`src/rtl/dmps_pkg.sv`:
```
// Shared types, constants and register codes of the dual motor speed sequencer.
`default_nettype none
package dmps_pkg;

	localparam int COUNT_BITS  = 10;
	localparam int DUTY_BITS   = 13;
	localparam int FRAC_BITS   = 12;
	localparam int GAIN_BITS   = 16;
	localparam int PERIOD_BITS = 8;
	localparam int SUM_BITS    = 16;

	localparam int ERR_BITS   = COUNT_BITS + 1;
	localparam int DIFF_BITS  = ERR_BITS + 1;
	localparam int POWER_BITS = DUTY_BITS + FRAC_BITS;
	localparam int PROD_BITS  = GAIN_BITS + 1 + ((SUM_BITS > DIFF_BITS) ? SUM_BITS : DIFF_BITS);
	localparam int CORR_BITS  = PROD_BITS + 2;
	localparam int V_BITS     = ((CORR_BITS > POWER_BITS + 1) ? CORR_BITS : POWER_BITS + 1) + 1;

	localparam logic [COUNT_BITS-1:0]  COUNT_MAX  = '1;
	localparam logic [PERIOD_BITS-1:0] PERIOD_MAX = '1;
	localparam logic [DUTY_BITS-1:0]   START_DUTY = DUTY_BITS'(4000);
	localparam logic signed [SUM_BITS:0] SUM_POS  = (SUM_BITS+1)'((1 << (SUM_BITS - 1)) - 1);
	localparam logic signed [SUM_BITS:0] SUM_NEG  = -SUM_POS;

	// Sequencer modes.
	localparam logic [1:0] MODE_IDLE = 2'd0;
	localparam logic [1:0] MODE_WAIT = 2'd1;
	localparam logic [1:0] MODE_MOVE = 2'd2;
	localparam logic [1:0] MODE_STOP = 2'd3;

	// Configuration port.
	localparam int DATA_BITS    = 32;
	localparam int REG_IDX_BITS = 3;
	localparam int PADDR_BITS   = REG_IDX_BITS + 2;

	localparam logic [REG_IDX_BITS-1:0] REG_TARGET = 3'd0;
	localparam logic [REG_IDX_BITS-1:0] REG_GAIN_P = 3'd1;
	localparam logic [REG_IDX_BITS-1:0] REG_GAIN_I = 3'd2;
	localparam logic [REG_IDX_BITS-1:0] REG_GAIN_D = 3'd3;
	localparam logic [REG_IDX_BITS-1:0] REG_WAIT   = 3'd4;
	localparam logic [REG_IDX_BITS-1:0] REG_MOVE   = 3'd5;
	localparam logic [REG_IDX_BITS-1:0] REG_MIN    = 3'd6;
	localparam logic [REG_IDX_BITS-1:0] REG_MAX    = 3'd7;

	typedef struct packed {
		logic left_edge;
		logic right_edge;
		logic start_press;
		logic period_tick;
	} in_word_t;

	typedef struct packed {
		logic [1:0]           mode;
		logic [DUTY_BITS-1:0] left_duty;
		logic [DUTY_BITS-1:0] right_duty;
		logic                 drive_forward;
	} out_word_t;

	typedef struct packed {
		logic [COUNT_BITS-1:0]  target_count;
		logic [GAIN_BITS-1:0]   gain_p;
		logic [GAIN_BITS-1:0]   gain_i;
		logic [GAIN_BITS-1:0]   gain_d;
		logic [PERIOD_BITS-1:0] wait_periods;
		logic [PERIOD_BITS-1:0] move_periods;
		logic [DUTY_BITS-1:0]   min_duty;
		logic [DUTY_BITS-1:0]   max_duty;
	} cfg_t;

	typedef struct packed {
		logic [POWER_BITS-1:0]      power;
		logic signed [ERR_BITS-1:0] prev;
		logic signed [SUM_BITS-1:0] sum;
	} pid_state_t;

endpackage
`default_nettype wire

```
`src/rtl/dmps_cfg.sv`:
```
// Configuration register file behind the APB-style port.
`default_nettype none
module dmps_cfg import dmps_pkg::*; (
	input  wire logic                  clk,
	input  wire logic                  arst_n,
	input  wire logic                  psel,
	input  wire logic                  penable,
	input  wire logic                  pwrite,
	input  wire logic [PADDR_BITS-1:0] paddr,
	input  wire logic [DATA_BITS-1:0]  pwdata,
	output logic [DATA_BITS-1:0]       prdata,
	output logic                       pready,
	output cfg_t                       cfg
);

	cfg_t                    cfg_q;
	logic [REG_IDX_BITS-1:0] idx;
	logic                    wr_en;

	assign pready = 1'b1;
	assign idx    = paddr[PADDR_BITS-1:2];
	assign wr_en  = psel & penable & pwrite & pready;
	assign cfg    = cfg_q;

	always_ff @(posedge clk or negedge arst_n) begin
		if (!arst_n) begin
			cfg_q.target_count <= COUNT_BITS'(12);
			cfg_q.gain_p       <= GAIN_BITS'(12288);
			cfg_q.gain_i       <= GAIN_BITS'(2048);
			cfg_q.gain_d       <= GAIN_BITS'(41);
			cfg_q.wait_periods <= PERIOD_BITS'(20);
			cfg_q.move_periods <= PERIOD_BITS'(60);
			cfg_q.min_duty     <= DUTY_BITS'(1000);
			cfg_q.max_duty     <= DUTY_BITS'(7999);
		end else if (wr_en) begin
			unique case (idx)
				REG_TARGET: cfg_q.target_count <= pwdata[COUNT_BITS-1:0];
				REG_GAIN_P: cfg_q.gain_p       <= pwdata[GAIN_BITS-1:0];
				REG_GAIN_I: cfg_q.gain_i       <= pwdata[GAIN_BITS-1:0];
				REG_GAIN_D: cfg_q.gain_d       <= pwdata[GAIN_BITS-1:0];
				REG_WAIT:   cfg_q.wait_periods <= pwdata[PERIOD_BITS-1:0];
				REG_MOVE:   cfg_q.move_periods <= pwdata[PERIOD_BITS-1:0];
				REG_MIN:    cfg_q.min_duty     <= pwdata[DUTY_BITS-1:0];
				REG_MAX:    cfg_q.max_duty     <= pwdata[DUTY_BITS-1:0];
				default: ;
			endcase
		end
	end

	always_comb begin
		unique case (idx)
			REG_TARGET: prdata = DATA_BITS'(cfg_q.target_count);
			REG_GAIN_P: prdata = DATA_BITS'(cfg_q.gain_p);
			REG_GAIN_I: prdata = DATA_BITS'(cfg_q.gain_i);
			REG_GAIN_D: prdata = DATA_BITS'(cfg_q.gain_d);
			REG_WAIT:   prdata = DATA_BITS'(cfg_q.wait_periods);
			REG_MOVE:   prdata = DATA_BITS'(cfg_q.move_periods);
			REG_MIN:    prdata = DATA_BITS'(cfg_q.min_duty);
			REG_MAX:    prdata = DATA_BITS'(cfg_q.max_duty);
			default:    prdata = '0;
		endcase
	end

endmodule
`default_nettype wire

```
`src/rtl/dmps_pid.sv`:
```
// One PID update of a motor duty: error, clamped integral, derivative, duty clamp.
`default_nettype none
module dmps_pid import dmps_pkg::*; (
	input  wire cfg_t                   cfg,
	input  wire logic [COUNT_BITS-1:0]  count,
	input  wire pid_state_t             cur,
	output pid_state_t                  nxt
);

	logic signed [ERR_BITS-1:0]   err;
	logic signed [SUM_BITS:0]     sum_wide;
	logic signed [SUM_BITS-1:0]   sum_sat;
	logic signed [DIFF_BITS-1:0]  diff;
	logic signed [GAIN_BITS:0]    gp_s;
	logic signed [GAIN_BITS:0]    gi_s;
	logic signed [GAIN_BITS:0]    gd_s;
	logic signed [PROD_BITS-1:0]  p_prod;
	logic signed [PROD_BITS-1:0]  i_prod;
	logic signed [PROD_BITS-1:0]  d_prod;
	logic signed [CORR_BITS-1:0]  corr;
	logic signed [V_BITS-1:0]     pow_s;
	logic signed [V_BITS-1:0]     v;
	logic signed [V_BITS-1:0]     lo;
	logic signed [V_BITS-1:0]     hi;
	logic signed [V_BITS-1:0]     v_clamp;

	always_comb begin
		err      = $signed({1'b0, cfg.target_count}) - $signed({1'b0, count});
		sum_wide = (SUM_BITS+1)'(cur.sum) + (SUM_BITS+1)'(err);
		if (sum_wide > SUM_POS) begin
			sum_sat = SUM_POS[SUM_BITS-1:0];
		end else if (sum_wide < SUM_NEG) begin
			sum_sat = SUM_NEG[SUM_BITS-1:0];
		end else begin
			sum_sat = sum_wide[SUM_BITS-1:0];
		end
		diff = DIFF_BITS'(err) - DIFF_BITS'(cur.prev);

		gp_s   = $signed({1'b0, cfg.gain_p});
		gi_s   = $signed({1'b0, cfg.gain_i});
		gd_s   = $signed({1'b0, cfg.gain_d});
		p_prod = PROD_BITS'(gp_s) * PROD_BITS'(err);
		i_prod = PROD_BITS'(gi_s) * PROD_BITS'(sum_sat);
		d_prod = PROD_BITS'(gd_s) * PROD_BITS'(diff);
		corr   = CORR_BITS'(p_prod) + CORR_BITS'(i_prod) + CORR_BITS'(d_prod);

		pow_s = $signed({{(V_BITS-POWER_BITS){1'b0}}, cur.power});
		v     = pow_s + V_BITS'(corr);
		lo    = $signed({{(V_BITS-POWER_BITS){1'b0}}, cfg.min_duty, {FRAC_BITS{1'b0}}});
		hi    = $signed({{(V_BITS-POWER_BITS){1'b0}}, cfg.max_duty, {FRAC_BITS{1'b0}}});
		// when the limits cross, a value below the lower bound takes it and any other value takes the upper bound
		if (v < lo) begin
			v_clamp = lo;
		end else if (v > hi) begin
			v_clamp = hi;
		end else begin
			v_clamp = v;
		end

		nxt.power = v_clamp[POWER_BITS-1:0];
		nxt.prev  = err;
		nxt.sum   = sum_sat;
	end

endmodule
`default_nettype wire

```
`src/rtl/dmps_seq.sv`:
```
// Sequencer state, edge counters and per-word next-state logic.
`default_nettype none
module dmps_seq import dmps_pkg::*; (
	input  wire logic     clk,
	input  wire logic     arst_n,
	input  wire logic     step,
	input  wire in_word_t word,
	input  wire cfg_t     cfg,
	output out_word_t     result
);

	logic [1:0]             mode_q;
	logic [PERIOD_BITS-1:0] period_q;
	logic [COUNT_BITS-1:0]  lcnt_q;
	logic [COUNT_BITS-1:0]  rcnt_q;
	pid_state_t             lpid_q;
	pid_state_t             rpid_q;

	logic [1:0]             mode_n;
	logic [PERIOD_BITS-1:0] period_n;
	logic [PERIOD_BITS-1:0] period_inc;
	logic [COUNT_BITS-1:0]  lcnt_inc;
	logic [COUNT_BITS-1:0]  rcnt_inc;
	logic [COUNT_BITS-1:0]  lcnt_n;
	logic [COUNT_BITS-1:0]  rcnt_n;
	pid_state_t             lpid_upd;
	pid_state_t             rpid_upd;
	pid_state_t             lpid_n;
	pid_state_t             rpid_n;
	pid_state_t             pid_start;
	logic                   moving;

	dmps_pid u_pid_left (
		.cfg   (cfg),
		.count (lcnt_inc),
		.cur   (lpid_q),
		.nxt   (lpid_upd)
	);

	dmps_pid u_pid_right (
		.cfg   (cfg),
		.count (rcnt_inc),
		.cur   (rpid_q),
		.nxt   (rpid_upd)
	);

	always_comb begin
		pid_start.power = {START_DUTY, {FRAC_BITS{1'b0}}};
		pid_start.prev  = '0;
		pid_start.sum   = '0;

		// hold edge counters at full scale
		lcnt_inc   = (word.left_edge && lcnt_q != COUNT_MAX) ? lcnt_q + 1'b1 : lcnt_q;
		rcnt_inc   = (word.right_edge && rcnt_q != COUNT_MAX) ? rcnt_q + 1'b1 : rcnt_q;
		period_inc = (period_q != PERIOD_MAX) ? period_q + 1'b1 : period_q;

		mode_n   = mode_q;
		period_n = period_q;
		lcnt_n   = lcnt_inc;
		rcnt_n   = rcnt_inc;
		lpid_n   = lpid_q;
		rpid_n   = rpid_q;

		if (word.period_tick) begin
			lcnt_n = '0;
			rcnt_n = '0;
			unique case (mode_q)
				MODE_WAIT: begin
					if (period_inc >= cfg.wait_periods) begin
						mode_n   = MODE_MOVE;
						period_n = '0;
						lpid_n   = pid_start;
						rpid_n   = pid_start;
					end else begin
						period_n = period_inc;
					end
				end
				MODE_MOVE: begin
					period_n = period_inc;
					if (period_inc >= cfg.move_periods) begin
						mode_n = MODE_STOP;
					end else begin
						lpid_n = lpid_upd;
						rpid_n = rpid_upd;
					end
				end
				default: ;
			endcase
		end

		if (word.start_press && mode_n == MODE_IDLE) begin
			mode_n   = MODE_WAIT;
			period_n = '0;
		end

		moving               = (mode_n == MODE_MOVE);
		result.mode          = mode_n;
		result.left_duty     = moving ? lpid_n.power[POWER_BITS-1:FRAC_BITS] : '0;
		result.right_duty    = moving ? rpid_n.power[POWER_BITS-1:FRAC_BITS] : '0;
		result.drive_forward = moving;
	end

	always_ff @(posedge clk or negedge arst_n) begin
		if (!arst_n) begin
			mode_q   <= MODE_IDLE;
			period_q <= '0;
			lcnt_q   <= '0;
			rcnt_q   <= '0;
			lpid_q   <= '0;
			rpid_q   <= '0;
		end else if (step) begin
			mode_q   <= mode_n;
			period_q <= period_n;
			lcnt_q   <= lcnt_n;
			rcnt_q   <= rcnt_n;
			lpid_q   <= lpid_n;
			rpid_q   <= rpid_n;
		end
	end

endmodule
`default_nettype wire

```
`src/rtl/dual_motor_pid_speed_sequencer.sv`:
```
// Top level: input register, sequencer with two PID units, result register.
//
// Input channel in_valid/in_stall/in_data carries one word of event flags:
// left and right encoder edges, start press and control period tick. The
// output channel out_valid/out_stall/out_data returns one word per input
// word: mode, both duty compare values and the drive direction.
// A word accepted into the input register is processed as it moves on
// into the result register, which a stall on the output can hold back,
// and the result is then offered on the output. One word per cycle is
// sustained while the receiver does not stall; the whole update,
// including the three gain multiplies per motor, fits between the input
// register and the result register. Configuration goes through the
// APB-style port (registers at 4*index, pready always high); the user must
// write it only while the block is idle, which the block does not enforce.
// Reset loads the register defaults, puts the sequencer in idle with all
// counters, duties and PID state cleared, and empties both registers.
// When the receiver stalls, the result word holds; the input register
// then holds too, and in_stall rises once it is occupied.
`default_nettype none
module dual_motor_pid_speed_sequencer import dmps_pkg::*; (
	input  wire logic                  clk,
	input  wire logic                  arst_n,
	input  wire logic                  in_valid,
	output logic                       in_stall,
	input  wire in_word_t              in_data,
	output logic                       out_valid,
	input  wire logic                  out_stall,
	output out_word_t                  out_data,
	input  wire logic                  psel,
	input  wire logic                  penable,
	input  wire logic                  pwrite,
	input  wire logic [PADDR_BITS-1:0] paddr,
	input  wire logic [DATA_BITS-1:0]  pwdata,
	output logic [DATA_BITS-1:0]       prdata,
	output logic                       pready
);

	cfg_t      cfg;
	in_word_t  word_s1;
	logic      valid_s1;
	out_word_t out_data_q;
	logic      out_valid_q;
	out_word_t result;
	logic      advance;
	logic      in_take;

	assign advance   = valid_s1 && (!out_valid_q || !out_stall);
	assign in_stall  = valid_s1 && !advance;
	assign in_take   = in_valid && !in_stall;
	assign out_valid = out_valid_q;
	assign out_data  = out_data_q;

	dmps_cfg u_cfg (
		.clk     (clk),
		.arst_n  (arst_n),
		.psel    (psel),
		.penable (penable),
		.pwrite  (pwrite),
		.paddr   (paddr),
		.pwdata  (pwdata),
		.prdata  (prdata),
		.pready  (pready),
		.cfg     (cfg)
	);

	dmps_seq u_seq (
		.clk    (clk),
		.arst_n (arst_n),
		.step   (advance),
		.word   (word_s1),
		.cfg    (cfg),
		.result (result)
	);

	always_ff @(posedge clk or negedge arst_n) begin
		if (!arst_n) begin
			valid_s1 <= 1'b0;
		end else if (in_take) begin
			valid_s1 <= 1'b1;
		end else if (advance) begin
			valid_s1 <= 1'b0;
		end
	end

	always_ff @(posedge clk) begin
		if (in_take) begin
			word_s1 <= in_data;
		end
	end

	always_ff @(posedge clk or negedge arst_n) begin
		if (!arst_n) begin
			out_valid_q <= 1'b0;
		end else if (advance) begin
			out_valid_q <= 1'b1;
		end else if (!out_stall) begin
			out_valid_q <= 1'b0;
		end
	end

	always_ff @(posedge clk) begin
		if (advance) begin
			out_data_q <= result;
		end
	end

endmodule
`default_nettype wire

```
`config.mk`:
```
export PLATFORM = sky130hd
export DESIGN_NAME = dual_motor_pid_speed_sequencer
export DESIGN_NICKNAME = d
export VERILOG_FILES = /design/src/rtl/dmps_pkg.sv /design/src/rtl/dmps_cfg.sv /design/src/rtl/dmps_pid.sv /design/src/rtl/dmps_seq.sv /design/src/rtl/dual_motor_pid_speed_sequencer.sv
export SDC_FILE = /design/constraint.sdc
export NUM_CORES = 2
export LEC_CHECK = 0
export ABC_AREA = 0
export BUFFER_PORTS_ARGS = -buffer_cell sky130_fd_sc_hd__buf_4
export CORE_ASPECT_RATIO = 0.7
export CORE_MARGIN = 2
export CORE_UTILIZATION = 40
export DETAILED_ROUTE_END_ITERATION = 8
export GPL_TIMING_DRIVEN = 0
export PLACE_DENSITY = 0.6
export SYNTH_ARGS = -nofsm -noshare
export SYNTH_HDL_FRONTEND = slang
export SYNTH_SLANG_ARGS = --single-unit
```
`constraint.sdc`:
```
create_clock -name clk -period 27.8 [get_ports clk]
set_clock_uncertainty 0.2 [all_clocks]
set_input_delay 4.17 -clock clk [delete_from_list [all_inputs] [get_ports clk]]
set_output_delay 4.17 -clock clk [all_outputs]
set_load 0.02 [all_outputs]
```
==> results.tsv <==
stage	metric	value	unit
run_status	status	finished with violations	
run_status	violated checks	max-capacitance violations, max-slew violations	
synthesis	Post-Syn Instances	7015	
clock_network	CTS resizes	0	
clock_network	clk_lat worst skew	0.63	ns
clock_network	TritonCTS clock tree	done	
timing	Final min period	24.17	ns
setup_path	CP Class	flop to flop	
global_route	first-pass GRT wire length	380000	µm
timing	setup TNS	0	ns
route	drt initial violations	6848	
synthesis	EDFF count, synth	33	
flow_run	MaxCap Viol Count	8	
final_layout	area growth from synthesis to layout	7.69	%
timing	unrepaired setup endpoints after global routing	false	
place	GPL Wtd Cong	1.03	
place	count of buffers from port buffering	75	
clock_network	# Post-CTS Setup Buffers	0	
floorplan	Die W	480	µm
synthesis	Yosys reg bits	269	
clock_network	CTS Buffer Depth	3	
synthesis	YS warnings	0	
timing	worst-margin pin slew	1.69	ns
setup_path	Worst path max stage delay	1.17	ns
synthesis	post-synth top area cell	fa_1	
route	final WL	267000	µm
floorplan	num ports	112	
setup_path	crit start category	flop	
setup_path	crit end category	flop	
clock_network	CTS root buffer	clkbuf_16	
synthesis	Commonest cells post-synth	inv_1 (1626), fa_1 (1208), nand2_1 (829), ha_1 (633), and2_1 (466)	
global_route	gr usage total	0.333	
timing	final setup fails	0	
route	Initial DRT Pass Iterations	8	
floorplan	Die H	337	µm
timing	crit share post-route	0.869	
global_route	grt total ovfl	0	
route	DRC	0	
setup_path	slowest CP cell	xor2_1	
final_layout	layout cells sized above 1	0.0522	
synthesis	Mapped Area	0.0635	mm²
route	via count	51906	
setup_path	largest fanout on the critical path	15	
synthesis	Synth Flop Type	dfrtp_1	
floorplan	Die ar.	0.162	mm²
clock_network	Clock Sinks	269	
synthesis	asr flop ratio synth	0.877	
setup_path	WP data required	27.97	ns
synthesis	Synth Area per Inst	9.06	µm²
timing	final hold vios	0	
setup_path	WP data arrival	24.34	ns
global_route	initial antenna violation count	34	
synthesis	Distinct cells, synth	91	
timing	FMAX	0.0414	GHz
route	wire length per cell	28.7	µm
setup_path	cell mode on critical path	fa_1	
route	vias per cell	5.58	
global_route	number of global-route vias before repair	50457	
clock_network	clock-pin transition on the worst setup and hold timing paths	0.06	ns
min_path	Hold Crit Class	flop to flop	
timing	worst rel slew slack	-0.136	
place	placed wire-length estimate	227000	µm
route	Final ANT Viol Nets	0	
synthesis	part of the Yosys area used for sequential elements	0.109	
clock_network	H-tree depth	2	
synthesis	most common cell in the netlist	inv_1	
floorplan	Initial Util	0.402	
synthesis	Synth top area share	0.381	
timing	final count of pins violating max slew	50	
clock_network	# hold bufs at CTS	0	
final_layout	nets@finish	9045	
clock_network	CTS Buf Count	35	
global_route	pin count of the biggest net entering global routing	99	
floorplan	Site Rows	122	
synthesis	Synth area leaders	fa_1 (38%), ha_1 (12%), inv_1 (9.6%)	
floorplan	core outline area	0.158	mm²
## state kept, by name, summed over array words and instances (netlist names), 4 cells and up
name,cells
u_seq.rpid_q,52
u_seq.lpid_q,52
u_seq.rcnt_q,10
u_cfg.cfg,100
u_seq.period_q,8
word_s1,4
out_data,29
u_seq.lcnt_q,10
## layout make-up
class	count	area (µm²)
timing repair buffer	89	777
antenna	16	40.0
sequential	269	6940
inverter	1626	6100
clock buffer	42	943
buffer	307	1230
fill	15781	89400
tap	2108	2640
clock inverter	21	275
multi-input combinational	4828	49500
## path summary, 6_finish.rpt
kind                                  start          endpoint  slack, ns  depth (start not counted)
min reg2reg                u_seq.lpid_q[29]  u_seq.lpid_q[29]       0.28                          2
min                        u_seq.lpid_q[29]  u_seq.lpid_q[29]       0.28                          2
max                         u_seq.rcnt_q[5]       out_data[8]       3.63                         59
min in group asynchronous            arst_n  u_seq.rpid_q[29]       3.25                          1
max reg2reg                 u_seq.rcnt_q[5]       out_data[8]       3.63                         59
max in group asynchronous            arst_n  u_seq.lpid_q[46]      22.66                          3
## cell families (layout without fill, tap and decap cells)
group                    after synthesis  after routing  synth area share
other                                  2             33          0.000118
flip-flops                           269            269             0.109
AO/OA/AOI/OAI                        753            753            0.0788
multiplexers                         118            118            0.0210
XOR/XNOR                             126            126            0.0174
buffers and inverters               1933           2085             0.115
adder cells (fa/ha/maj)             1856           1856             0.508
AND/OR/NAND/NOR                     1958           1958             0.151
## routing by layer
| metal | GRT usage | vias up | share of wire |
|---|---|---|---|
| li1 | - | 21749 | - |
| met1 | 0.514 | 26676 | 0.45 |
| met5 | 0 | - | 0.00015 |
| met4 | 0.0678 | 6 | 0.024 |
| met2 | 0.427 | 3211 | 0.37 |
| met3 | 0.135 | 264 | 0.15 |
## cell usage in the layout (no fill, tap or decap), drive strengths merged, types with 11 or more instances in the layout
master	synthesis	layout
dfrtp	205	205
o21ai	242	242
fa	1208	1208
edfxtp	33	33
o211ai	13	13
nand4	24	24
nor2b	142	142
clkinv	0	12
a31oi	20	20
nor2	236	236
nand2	830	830
a21o	62	62
nor3	49	49
or2	29	29
nor4	15	15
and3	26	26
o21bai	20	20
nand3	50	50
mux2	83	83
ha	633	633
o221ai	11	11
conb	2	17
mux2i	31	31
inv	1626	1629
and2	467	467
clkbuf	282	324
xor2	47	47
diode	0	16
o21a	27	27
a21oi	137	137
xnor2	79	79
a211oi	26	26
buf	25	114
or3	12	12
dfstp	31	31
nand2b	44	44
o31ai	21	21
a22o	57	57
maj3	15	15
## critical path, delay by kind of cell (launching register included)
family | cells | cell delay, ns
xor+xnor | 2 | 1.43
fa+ha+maj | 13 | 6.05
compound gates | 20 | 7.84
flops | 1 | 0.44
buf+inv | 10 | 3.72
simple gates | 14 | 4.11
## through the flow
step | area (µm²) | hold slack [ns] | worst slack [ns] | std cells | utilization
floorplan | 63600 | 0.250 | 12.94 | 7030 | -
global placement | 66800 | 0.266 | 3.76 | 9213 | 0.423
detailed placement | 67100 | 0.271 | 4.39 | 9225 | 0.425
CTS | 68300 | 0.283 | 4.34 | 9288 | 0.433
global route | 68400 | 0.311 | 3.64 | 9293 | 0.433
finish | 68400 | 0.276 | 3.63 | 9306 | 0.433
Power is left out: the tool's default activity adds up to more than one toggle a clock period on the data nets, which glitch-free logic cannot reach.
